==> src/hdl/dwarf_rnglists_address_rebase_macros.svh <==
`ifndef DWARF_RNGLISTS_ADDRESS_REBASE_MACROS_SVH
`define DWARF_RNGLISTS_ADDRESS_REBASE_MACROS_SVH

// Same-cycle implication, sampled on clk and switched off during reset.
`define DRAR_ASSERT_IMPL(label, ante, cons) \
    label: assert property (@(posedge clk) disable iff (!rst_n) (ante) |-> (cons)) \
        else $error("assertion failed");

// Next-cycle implication, sampled on clk and switched off during reset.
`define DRAR_ASSERT_NEXT(label, ante, cons) \
    label: assert property (@(posedge clk) disable iff (!rst_n) (ante) |=> (cons)) \
        else $error("assertion failed");

`endif

==> src/hdl/drar_pkg.sv <==
package drar_pkg;

    typedef enum logic [2:0] {
        PH_LEN          = 3'd0,
        PH_HDR          = 3'd1,
        PH_OFFS         = 3'd2,
        PH_KIND         = 3'd3,
        PH_OPER         = 3'd4,
        PH_PASS_UNIT    = 3'd5,
        PH_PASS_SECTION = 3'd6
    } phase_t;

    typedef enum logic [1:0] {
        ST_NORMAL       = 2'd0,
        ST_UNIT_PASS    = 2'd1,
        ST_SECTION_PASS = 2'd2
    } status_t;

    localparam logic [2:0] KIND_END_OF_LIST   = 3'd0;
    localparam logic [2:0] KIND_BASE_ADDRESSX = 3'd1;
    localparam logic [2:0] KIND_BASE_ADDRESS  = 3'd5;
    localparam logic [2:0] KIND_START_END     = 3'd6;
    localparam logic [2:0] KIND_START_LENGTH  = 3'd7;
    localparam logic [7:0] KIND_MAX           = 8'h07;

    localparam logic [63:0] LEN_ESCAPE = 64'h0000_0000_ffff_ffff;

    typedef struct packed {
        logic [7:0] data_byte;
        logic       last_byte;
    } sect_beat_t;

    typedef struct packed {
        logic [7:0] out_byte;
        logic       address_patched;
        status_t    parse_status;
        logic       last_out;
    } patch_beat_t;

    typedef struct packed {
        phase_t     phase;
        logic [1:0] idx;
    } enter_t;

    function automatic logic [1:0] operand_count(input logic [2:0] kind);
        logic [1:0] cnt;
        if (kind == KIND_END_OF_LIST)
        begin
            cnt = 2'd0;
        end
        else if (kind == KIND_BASE_ADDRESSX || kind == KIND_BASE_ADDRESS)
        begin
            cnt = 2'd1;
        end
        else
        begin
            cnt = 2'd2;
        end
        return cnt;
    endfunction

    function automatic logic operand_is_address(input logic [2:0] kind,
                                                input logic [1:0] idx);
        return (kind == KIND_BASE_ADDRESS) || (kind == KIND_START_END)
            || ((kind == KIND_START_LENGTH) && (idx == 2'd0));
    endfunction

    // Steps past address operands that occupy no bytes.
    function automatic enter_t enter_operand(input logic [2:0] kind,
                                             input logic [1:0] idx,
                                             input logic [7:0] addr_bytes);
        enter_t     r;
        logic [1:0] i;
        logic       done;
        i = idx;
        done = 1'b0;
        r.phase = PH_OPER;
        for (int k = 0; k < 3; k++)
        begin
            if (!done)
            begin
                if (i >= operand_count(kind))
                begin
                    r.phase = PH_KIND;
                    done = 1'b1;
                end
                else if (operand_is_address(kind, i) && (addr_bytes == 8'd0))
                begin
                    i = i + 2'd1;
                end
                else
                begin
                    r.phase = PH_OPER;
                    done = 1'b1;
                end
            end
        end
        r.idx = i;
        return r;
    endfunction

endpackage

==> src/hdl/drar_parser.sv <==
`include "dwarf_rnglists_address_rebase_macros.svh"

module drar_parser (
    input  logic                  clk,
    input  logic                  rst_n,
    input  logic                  fire,
    input  drar_pkg::sect_beat_t  beat,
    input  logic [63:0]           bias,
    output drar_pkg::patch_beat_t result
);

    drar_pkg::phase_t phase_reg, phase_next;
    logic [63:0] unit_remaining_reg, unit_remaining_next;
    logic [3:0]  header_index_reg, header_index_next;
    logic        long_format_reg, long_format_next;
    logic [7:0]  address_size_reg, address_size_next;
    logic [35:0] offset_skip_reg, offset_skip_next;
    logic [2:0]  entry_kind_reg, entry_kind_next;
    logic [1:0]  operand_index_reg, operand_index_next;
    logic [7:0]  address_byte_index_reg, address_byte_index_next;
    logic        add_carry_reg, add_carry_next;

    logic             in_unit;
    logic             len_done;
    logic             clear;
    logic [63:0]      len_acc;
    logic [35:0]      offs_acc;
    logic [35:0]      offs_dec;
    logic [63:0]      rem_dec;
    logic [7:0]       bias_byte;
    logic [8:0]       sum;
    logic [8:0]       abi_inc;
    logic [63:0]      bias_shift;
    drar_pkg::enter_t ent;

    always_comb
    begin
        phase_next              = phase_reg;
        unit_remaining_next     = unit_remaining_reg;
        header_index_next       = header_index_reg;
        long_format_next        = long_format_reg;
        address_size_next       = address_size_reg;
        offset_skip_next        = offset_skip_reg;
        entry_kind_next         = entry_kind_reg;
        operand_index_next      = operand_index_reg;
        address_byte_index_next = address_byte_index_reg;
        add_carry_next          = add_carry_reg;

        result.out_byte        = beat.data_byte;
        result.address_patched = 1'b0;
        result.parse_status    = drar_pkg::ST_NORMAL;
        result.last_out        = beat.last_byte;

        in_unit    = 1'b1;
        len_done   = 1'b0;
        clear      = 1'b0;
        len_acc    = unit_remaining_reg;
        offs_acc   = offset_skip_reg;
        offs_dec   = offset_skip_reg - 36'd1;
        rem_dec    = unit_remaining_reg - 64'd1;
        bias_shift = bias >> {address_byte_index_reg[2:0], 3'b000};
        bias_byte  = 8'h00;
        sum        = 9'd0;
        abi_inc    = {1'b0, address_byte_index_reg} + 9'd1;
        ent        = drar_pkg::enter_operand(entry_kind_reg, operand_index_reg + 2'd1,
                                             address_size_reg);

        case (phase_reg)
            drar_pkg::PH_LEN:
            begin
                in_unit = 1'b0;
                header_index_next = header_index_reg + 4'd1;
                if (header_index_reg < 4'd4)
                begin
                    len_acc = unit_remaining_reg
                        | ({56'd0, beat.data_byte} << {header_index_reg[1:0], 3'b000});
                    unit_remaining_next = len_acc;
                    if (header_index_reg == 4'd3)
                    begin
                        if (len_acc == drar_pkg::LEN_ESCAPE)
                        begin
                            long_format_next    = 1'b1;
                            unit_remaining_next = 64'd0;
                        end
                        else
                        begin
                            len_done = 1'b1;
                        end
                    end
                end
                else
                begin
                    len_acc = unit_remaining_reg
                        | ({56'd0, beat.data_byte}
                           << {header_index_reg[2:0] - 3'd4, 3'b000});
                    unit_remaining_next = len_acc;
                    if (header_index_reg == 4'd11)
                    begin
                        len_done = 1'b1;
                    end
                end
                if (len_done)
                begin
                    header_index_next = 4'd0;
                    if (len_acc == 64'd0)
                    begin
                        phase_next = drar_pkg::PH_PASS_SECTION;
                        result.parse_status = drar_pkg::ST_SECTION_PASS;
                    end
                    else
                    begin
                        phase_next = drar_pkg::PH_HDR;
                    end
                end
            end
            drar_pkg::PH_HDR:
            begin
                if (header_index_reg == 4'd2)
                begin
                    address_size_next = beat.data_byte;
                end
                else if (header_index_reg >= 4'd4)
                begin
                    offs_acc = offset_skip_reg
                        | ({28'd0, beat.data_byte} << {header_index_reg[1:0], 3'b000});
                end
                offset_skip_next  = offs_acc;
                header_index_next = header_index_reg + 4'd1;
                if (header_index_reg == 4'd7)
                begin
                    header_index_next = 4'd0;
                    offset_skip_next  = long_format_reg ? (offs_acc << 3) : (offs_acc << 2);
                    phase_next = (offs_acc != 36'd0) ? drar_pkg::PH_OFFS
                                                     : drar_pkg::PH_KIND;
                end
            end
            drar_pkg::PH_OFFS:
            begin
                offset_skip_next = offs_dec;
                if (offs_dec == 36'd0)
                begin
                    phase_next = drar_pkg::PH_KIND;
                end
            end
            drar_pkg::PH_KIND:
            begin
                if (beat.data_byte > drar_pkg::KIND_MAX)
                begin
                    phase_next = drar_pkg::PH_PASS_UNIT;
                    result.parse_status = drar_pkg::ST_UNIT_PASS;
                end
                else
                begin
                    entry_kind_next = beat.data_byte[2:0];
                    ent = drar_pkg::enter_operand(beat.data_byte[2:0], 2'd0,
                                                  address_size_reg);
                    phase_next         = ent.phase;
                    operand_index_next = ent.idx;
                    if (ent.phase == drar_pkg::PH_OPER)
                    begin
                        address_byte_index_next = 8'd0;
                        add_carry_next          = 1'b0;
                    end
                end
            end
            drar_pkg::PH_OPER:
            begin
                if (drar_pkg::operand_is_address(entry_kind_reg, operand_index_reg))
                begin
                    if (address_byte_index_reg < 8'd8)
                    begin
                        bias_byte = bias_shift[7:0];
                    end
                    sum = {1'b0, beat.data_byte} + {1'b0, bias_byte}
                        + {8'd0, add_carry_reg};
                    result.out_byte        = sum[7:0];
                    result.address_patched = (bias != 64'd0);
                    add_carry_next          = sum[8];
                    address_byte_index_next = abi_inc[7:0];
                    if (abi_inc >= {1'b0, address_size_reg})
                    begin
                        phase_next         = ent.phase;
                        operand_index_next = ent.idx;
                        if (ent.phase == drar_pkg::PH_OPER)
                        begin
                            address_byte_index_next = 8'd0;
                            add_carry_next          = 1'b0;
                        end
                    end
                end
                else if (!beat.data_byte[7])
                begin
                    phase_next         = ent.phase;
                    operand_index_next = ent.idx;
                    if (ent.phase == drar_pkg::PH_OPER)
                    begin
                        address_byte_index_next = 8'd0;
                        add_carry_next          = 1'b0;
                    end
                end
            end
            drar_pkg::PH_PASS_UNIT:
            begin
                result.parse_status = drar_pkg::ST_UNIT_PASS;
            end
            default:
            begin
                in_unit = 1'b0;
                result.parse_status = drar_pkg::ST_SECTION_PASS;
            end
        endcase

        if (in_unit)
        begin
            unit_remaining_next = rem_dec;
            if (rem_dec == 64'd0)
            begin
                clear = 1'b1;
            end
        end
        if (beat.last_byte)
        begin
            clear = 1'b1;
        end

        if (clear)
        begin
            phase_next              = drar_pkg::PH_LEN;
            unit_remaining_next     = 64'd0;
            header_index_next       = 4'd0;
            long_format_next        = 1'b0;
            address_size_next       = 8'd0;
            offset_skip_next        = 36'd0;
            entry_kind_next         = 3'd0;
            operand_index_next      = 2'd0;
            address_byte_index_next = 8'd0;
            add_carry_next          = 1'b0;
        end
    end

    always_ff @(posedge clk or negedge rst_n)
    begin
        if (!rst_n)
        begin
            phase_reg              <= drar_pkg::PH_LEN;
            unit_remaining_reg     <= 64'd0;
            header_index_reg       <= 4'd0;
            long_format_reg        <= 1'b0;
            address_size_reg       <= 8'd0;
            offset_skip_reg        <= 36'd0;
            entry_kind_reg         <= 3'd0;
            operand_index_reg      <= 2'd0;
            address_byte_index_reg <= 8'd0;
            add_carry_reg          <= 1'b0;
        end
        else if (fire)
        begin
            phase_reg              <= phase_next;
            unit_remaining_reg     <= unit_remaining_next;
            header_index_reg       <= header_index_next;
            long_format_reg        <= long_format_next;
            address_size_reg       <= address_size_next;
            offset_skip_reg        <= offset_skip_next;
            entry_kind_reg         <= entry_kind_next;
            operand_index_reg      <= operand_index_next;
            address_byte_index_reg <= address_byte_index_next;
            add_carry_reg          <= add_carry_next;
        end
    end

    `DRAR_ASSERT_NEXT(a_last_clears_parse, fire && beat.last_byte, (phase_reg == drar_pkg::PH_LEN) && (unit_remaining_reg == 64'd0))
    `DRAR_ASSERT_IMPL(a_section_pass_no_length, phase_reg == drar_pkg::PH_PASS_SECTION, unit_remaining_reg == 64'd0)
    `DRAR_ASSERT_IMPL(a_operand_in_range, phase_reg == drar_pkg::PH_OPER, operand_index_reg < drar_pkg::operand_count(entry_kind_reg))

endmodule

==> src/hdl/dwarf_rnglists_address_rebase.sv <==
// An accepted byte is held in the input register, then registered into the result register
// that drives the patch channel. Throughput: one byte per cycle unless patch_stall holds;
// the parser state and the 8-bit add with carry update once per beat between the two registers.
// Reset clears the bias to zero, empties both registers and puts the parser
// back to awaiting a unit length.
`include "dwarf_rnglists_address_rebase_macros.svh"

module dwarf_rnglists_address_rebase (
    input  logic                  clk,
    input  logic                  rst_n,
    input  logic                  sect_valid,
    output logic                  sect_stall,
    input  drar_pkg::sect_beat_t  sect_beat,
    output logic                  patch_valid,
    input  logic                  patch_stall,
    output drar_pkg::patch_beat_t patch_beat,
    input  logic                  cfg_write,
    input  logic [63:0]           cfg_data
);

    logic                  in_valid_reg;
    drar_pkg::sect_beat_t  in_beat_reg;
    logic                  patch_valid_reg;
    drar_pkg::patch_beat_t patch_beat_reg;
    logic [63:0]           bias_reg;
    logic                  out_free;
    logic                  s1_fire;
    drar_pkg::patch_beat_t result;

    assign out_free   = !patch_valid_reg || !patch_stall;
    assign s1_fire    = in_valid_reg && out_free;
    assign sect_stall = in_valid_reg && !out_free;

    drar_parser u_parser (
        .clk    (clk),
        .rst_n  (rst_n),
        .fire   (s1_fire),
        .beat   (in_beat_reg),
        .bias   (bias_reg),
        .result (result)
    );

    always_ff @(posedge clk or negedge rst_n)
    begin
        if (!rst_n)
        begin
            in_valid_reg    <= 1'b0;
            patch_valid_reg <= 1'b0;
            bias_reg        <= 64'd0;
        end
        else
        begin
            if (!sect_stall)
            begin
                in_valid_reg <= sect_valid;
            end
            if (out_free)
            begin
                patch_valid_reg <= s1_fire;
            end
            if (cfg_write)
            begin
                bias_reg <= cfg_data;
            end
        end
    end

    always_ff @(posedge clk)
    begin
        if (!sect_stall && sect_valid)
        begin
            in_beat_reg <= sect_beat;
        end
        if (s1_fire)
        begin
            patch_beat_reg <= result;
        end
    end

    assign patch_valid = patch_valid_reg;
    assign patch_beat  = patch_beat_reg;

    `DRAR_ASSERT_IMPL(a_zero_bias_no_patch, patch_valid_reg && (bias_reg == 64'd0), !patch_beat_reg.address_patched)
    `DRAR_ASSERT_IMPL(a_patch_only_normal, patch_valid_reg && patch_beat_reg.address_patched, patch_beat_reg.parse_status == drar_pkg::ST_NORMAL)
    `DRAR_ASSERT_NEXT(a_held_beat_kept, in_valid_reg && sect_stall, in_valid_reg)

endmodule

==> config.mk <==
export PLATFORM = sky130hd
export DESIGN_NAME = dwarf_rnglists_address_rebase
export DESIGN_NICKNAME = d
export VERILOG_FILES = /design/src/hdl/drar_pkg.sv /design/src/hdl/drar_parser.sv /design/src/hdl/dwarf_rnglists_address_rebase.sv
export VERILOG_INCLUDE_DIRS = /design/src /design/src/hdl
export SDC_FILE = /design/constraint.sdc
export NUM_CORES = 1
export LEC_CHECK = 0
export CORE_MARGIN = 3
export CORE_UTILIZATION = 30
export DETAILED_ROUTE_END_ITERATION = 6
export DONT_BUFFER_PORTS = 1
export HOLD_SLACK_MARGIN = 0.06
export PLACE_DENSITY = 0.44
export SETUP_SLACK_MARGIN = 0.2
export SYNTH_ARGS = -nofsm -noshare
export SYNTH_HDL_FRONTEND = slang
export SYNTH_SLANG_ARGS = --single-unit
==> constraint.sdc <==
create_clock -name clk -period 8.78 [get_ports clk]
set_clock_uncertainty 0.1 [all_clocks]
set_input_delay 1.317 -clock clk [delete_from_list [all_inputs] [get_ports clk]]
set_output_delay 1.317 -clock clk [all_outputs]
set_load 0.005 [all_outputs]
==> results.sh <==
export IMPL_synth_edf_count=21
export IMPL_overflow=0
export IMPL_cts_hold_buf=0
export IMPL_grt_max_degree=197
export IMPL_synth_xor_area_share_pct=3.176
export IMPL_hpwl_mm=40.77
export IMPL_cts_made_buffers=29
export IMPL_finalNonFillerCells=2466
export IMPL_timing_rr_start="u_parser.address_size_reg[2]"
export IMPL_critical_path_slowest_cell="nor4_1"
export IMPL_synth_fa_ha_area_share_pct=2.643
export IMPL_finalSetupTns_ns=0
export IMPL_antenna_found_initial=2
export IMPL_status="completed"
export IMPL_tritoncts="done"
export IMPL_irDropWorstVdd_uv=164.2
export IMPL_cts_max_path_buffers=3
export IMPL_ys_ff_latch=217
export IMPL_synth_area_per_cell_um2=8.524
export IMPL_reg2reg_to="u_parser.address_byte_index_reg[0]"
export IMPL_syn_nets=1954
export IMPL_start_util_pct=30.46
export IMPL_cp_endpoint="u_parser.address_byte_index_reg[0]"
export IMPL_nets=1873
export IMPL_path_max_fanout=9
export IMPL_end_kind="flip-flop"
export IMPL_first_pass_iters=5
export IMPL_gp_congestion=0.9244
export IMPL_wl_per_cell_um=24.67
export IMPL_synthMuxAreaShare_pct=9.576
export IMPL_ys_flop_type="dfrtp_1"
export IMPL_crit_start="u_parser.address_size_reg[2]"
export IMPL_drc_errors=0
export IMPL_slowest_delay_ns=0.63
export IMPL_cts_setup_buffers=0
export IMPL_synth_distinct_cells=77
export IMPL_setup_violations=0
export IMPL_ys_warnings_count=0
export IMPL_grt_pass1_vias=14651
export IMPL_syn_inst=1844
export IMPL_clkPwrFrac_pct=18.8
export IMPL_crit_top_cell="nor2_1"
export IMPL_drive_above_1_share_pct=10.69
export IMPL_synth_top_family_by_area="compound AO/OA/AOI/OAI gates"
export IMPL_fp_dieW_um=234.9
export IMPL_tightest_slew_ns=1.242
export IMPL_numPortBuffers=0
export IMPL_clk_pin_slew_ns=0.06
export IMPL_powerDensity_nw_per_um2=364.6
export IMPL_fin_crit_sh_pct=64.97
export IMPL_path_class="reg2reg"
export IMPL_htree_levels=1
export IMPL_slew_viol_final=0
export IMPL_yosys_area_share_simple_pct=21.68
export IMPL_syn2layout_area_growth_pct=9.727
export IMPL_die_area_um2=55180
export IMPL_clockRootBuffer="clkbuf_16"
export IMPL_cp_required_ns=9.19
export IMPL_drt_iter0_drc=1658
export IMPL_ff2ff_setup_slack_ns=3.08
export IMPL_hold_viol_final=0
export IMPL_min_period_ns=5.704
export IMPL_grt_usage_pct=21.25
export IMPL_swShare_pct=51.05
export IMPL_power_switching_w=0.003211
export IMPL_fmax_ghz=0.1753
export IMPL_grt_pass1_wl_mm=93.78
export IMPL_cts_resized=0
export IMPL_diodes=0
export IMPL_insertion_delay_ns=0.59
export IMPL_p_comb_share_pct=55.8
export IMPL_viasPerCell=6.126
export IMPL_io_pins=92
export IMPL_crit_path_cell_trace="nor4_1, o2111ai_1, a211o_1, xnor2_1, ha_1, nand2b_1, a211oi_1, nor2_1, nor2_1, nor2_1, xnor2_1, ha_1, or3b_2, nand2_1, nor2_1, nor3_1, nand2b_1, nand3_1, nor2_1, mux2_2"
export IMPL_grt_setup_unrepaired="false"
export IMPL_core_area_um2=51610
export IMPL_async_reset_ff_share_pct=90.32
export IMPL_layout_common_cells="195 x dfrtp_1, 157 x nand2_1, 155 x nor2_1, 153 x a21oi_1, 101 x o21ai_0"
export IMPL_synth_seq_area_share_pct=35.21
export IMPL_r2r_cells=20
export IMPL_crit_arrival_ns=6.12
export IMPL_std_cell_rows=83
export IMPL_fin_ws_ns=3.076
export IMPL_p_seq_share_pct=25.5
export IMPL_maxCapViolations=0
export IMPL_dr_total_vias=15107
export IMPL_die_h_um=234.9
export IMPL_slew_headroom_pct=16.87
export IMPL_final_common_cell="dfrtp_1"
export IMPL_syn_area_um2=15720
export IMPL_place_ws_ns=3.157
export IMPL_dp_cells=2412
export IMPL_finalWirelength_mm=60.85
export IMPL_final_antenna_net_count=0
export IMPL_hold_class="in2async"
export IMPL_internal_power_w=0.003079
export IMPL_start_kind="flip-flop"
export IMPL_total_power_w=0.006289
export IMPL_p_leak_nw=6.823
export IMPL_cts_sinks=217
export IMPL_synth_compound_gate_area_share_pct=23.00
[synthesized netlist by cell type, drive strengths merged (16+ instances only)]
cell      n  share of area, %
dfrtp   196                31
xor2     25               1.4
a22o     52               2.9
a211oi   21               1.0
or3      24               1.0
nor4     75               3.0
ha       30               2.4
nand2b   16              0.64
o21ai   103               3.3
nand4    29               1.2
mux4     16               2.3
mux2i    39               2.5
o211ai   20              0.96
a21o     27               1.3
a21oi   153               4.9
nand2   157               3.7
nand3    49               1.6
nor2    156               3.7
clkbuf  124               3.0
a31oi    58               2.3
mux2     67               4.8
buf      26              0.75
nor3     63               2.0
edfxtp   21               4.0
xnor2    32               1.8
o22ai    23              0.92
or4      28               1.4
inv      40              0.96
[metrics by stage]
step           instance area, µm²  hold slack, ns  util, %
2_1_floorplan               15720          0.3574        -
3_3_place_gp                16310          0.3728    31.61
3_5_place_dp                16310          0.3929    31.61
4_1_cts                     17250          0.3133    33.42
5_1_grt                     17250          0.3172    33.42
6_report                    17250          0.3450    33.42
[logic make-up (layout without fill, tap and decap cells)]
family	Yosys count	count (layout)
flip-flops	217	217
AND/OR/NAND/NOR	670	670
buffers and inverters	192	134
AO/OA/AOI/OAI	554	554
multiplexers	122	122
XOR/XNOR	57	57
adder cells (fa/ha/maj)	32	32
[critical path: cells and delay by family (launching register included)]
kind	cells	cell delay [ns]
AND/OR/NAND/NOR	12	3.01
AO/OA/AOI/OAI	3	0.96
adder cells (fa/ha/maj)	2	0.53
flip-flops	1	0.40
XOR/XNOR	2	0.37
multiplexers	1	0.26
[worst min-delay path by stage]
stage | from | endpoint | slack, ns | cells after the start
floorplan | in_valid_reg | patch_valid | 0.36 | 1
global placement | in_valid_reg | patch_valid | 0.37 | 1
detailed placement | in_valid_reg | patch_valid | 0.39 | 1
CTS | rst_n | u_parser.offset_skip_reg[26] | 0.31 | 0
global route | rst_n | u_parser.offset_skip_reg[26] | 0.32 | 0
finish | rst_n | u_parser.offset_skip_reg[26] | 0.34 | 0
[layer usage]
metal | part of all wire (%) | track usage [%] | vias to the layer above
met5 | 0.035 | 0 | -
met4 | 2.6 | 5.435 | 4
met3 | 7.6 | 4.014 | 113
met2 | 45 | 32.93 | 702
met1 | 45 | 30.44 | 7471
li1 | - | - | 6817
[layout make-up]
cell class                 instances  area (µm²)
fill                            5383       34370
multi-input combinational       1435        9484
sequential                       217        5537
tap                              680       850.8
clock buffer                      45       845.8
timing repair buffer              38       285.3
inverter                          42       157.7
clock inverter                     9       87.58
[power by group through the flow]
stage	logic [W]	registers (W)	clock network, W
after floorplan	0.00256	0.00136	0
after CTS	0.00342	0.00158	0.00121
after detailed placement	0.00340	0.00160	0
after global routing	0.00382	0.00163	0.00125
final	0.00351	0.00160	0.00118
after global placement	0.00342	0.00160	0
Power figures use the tool's default switching activity.
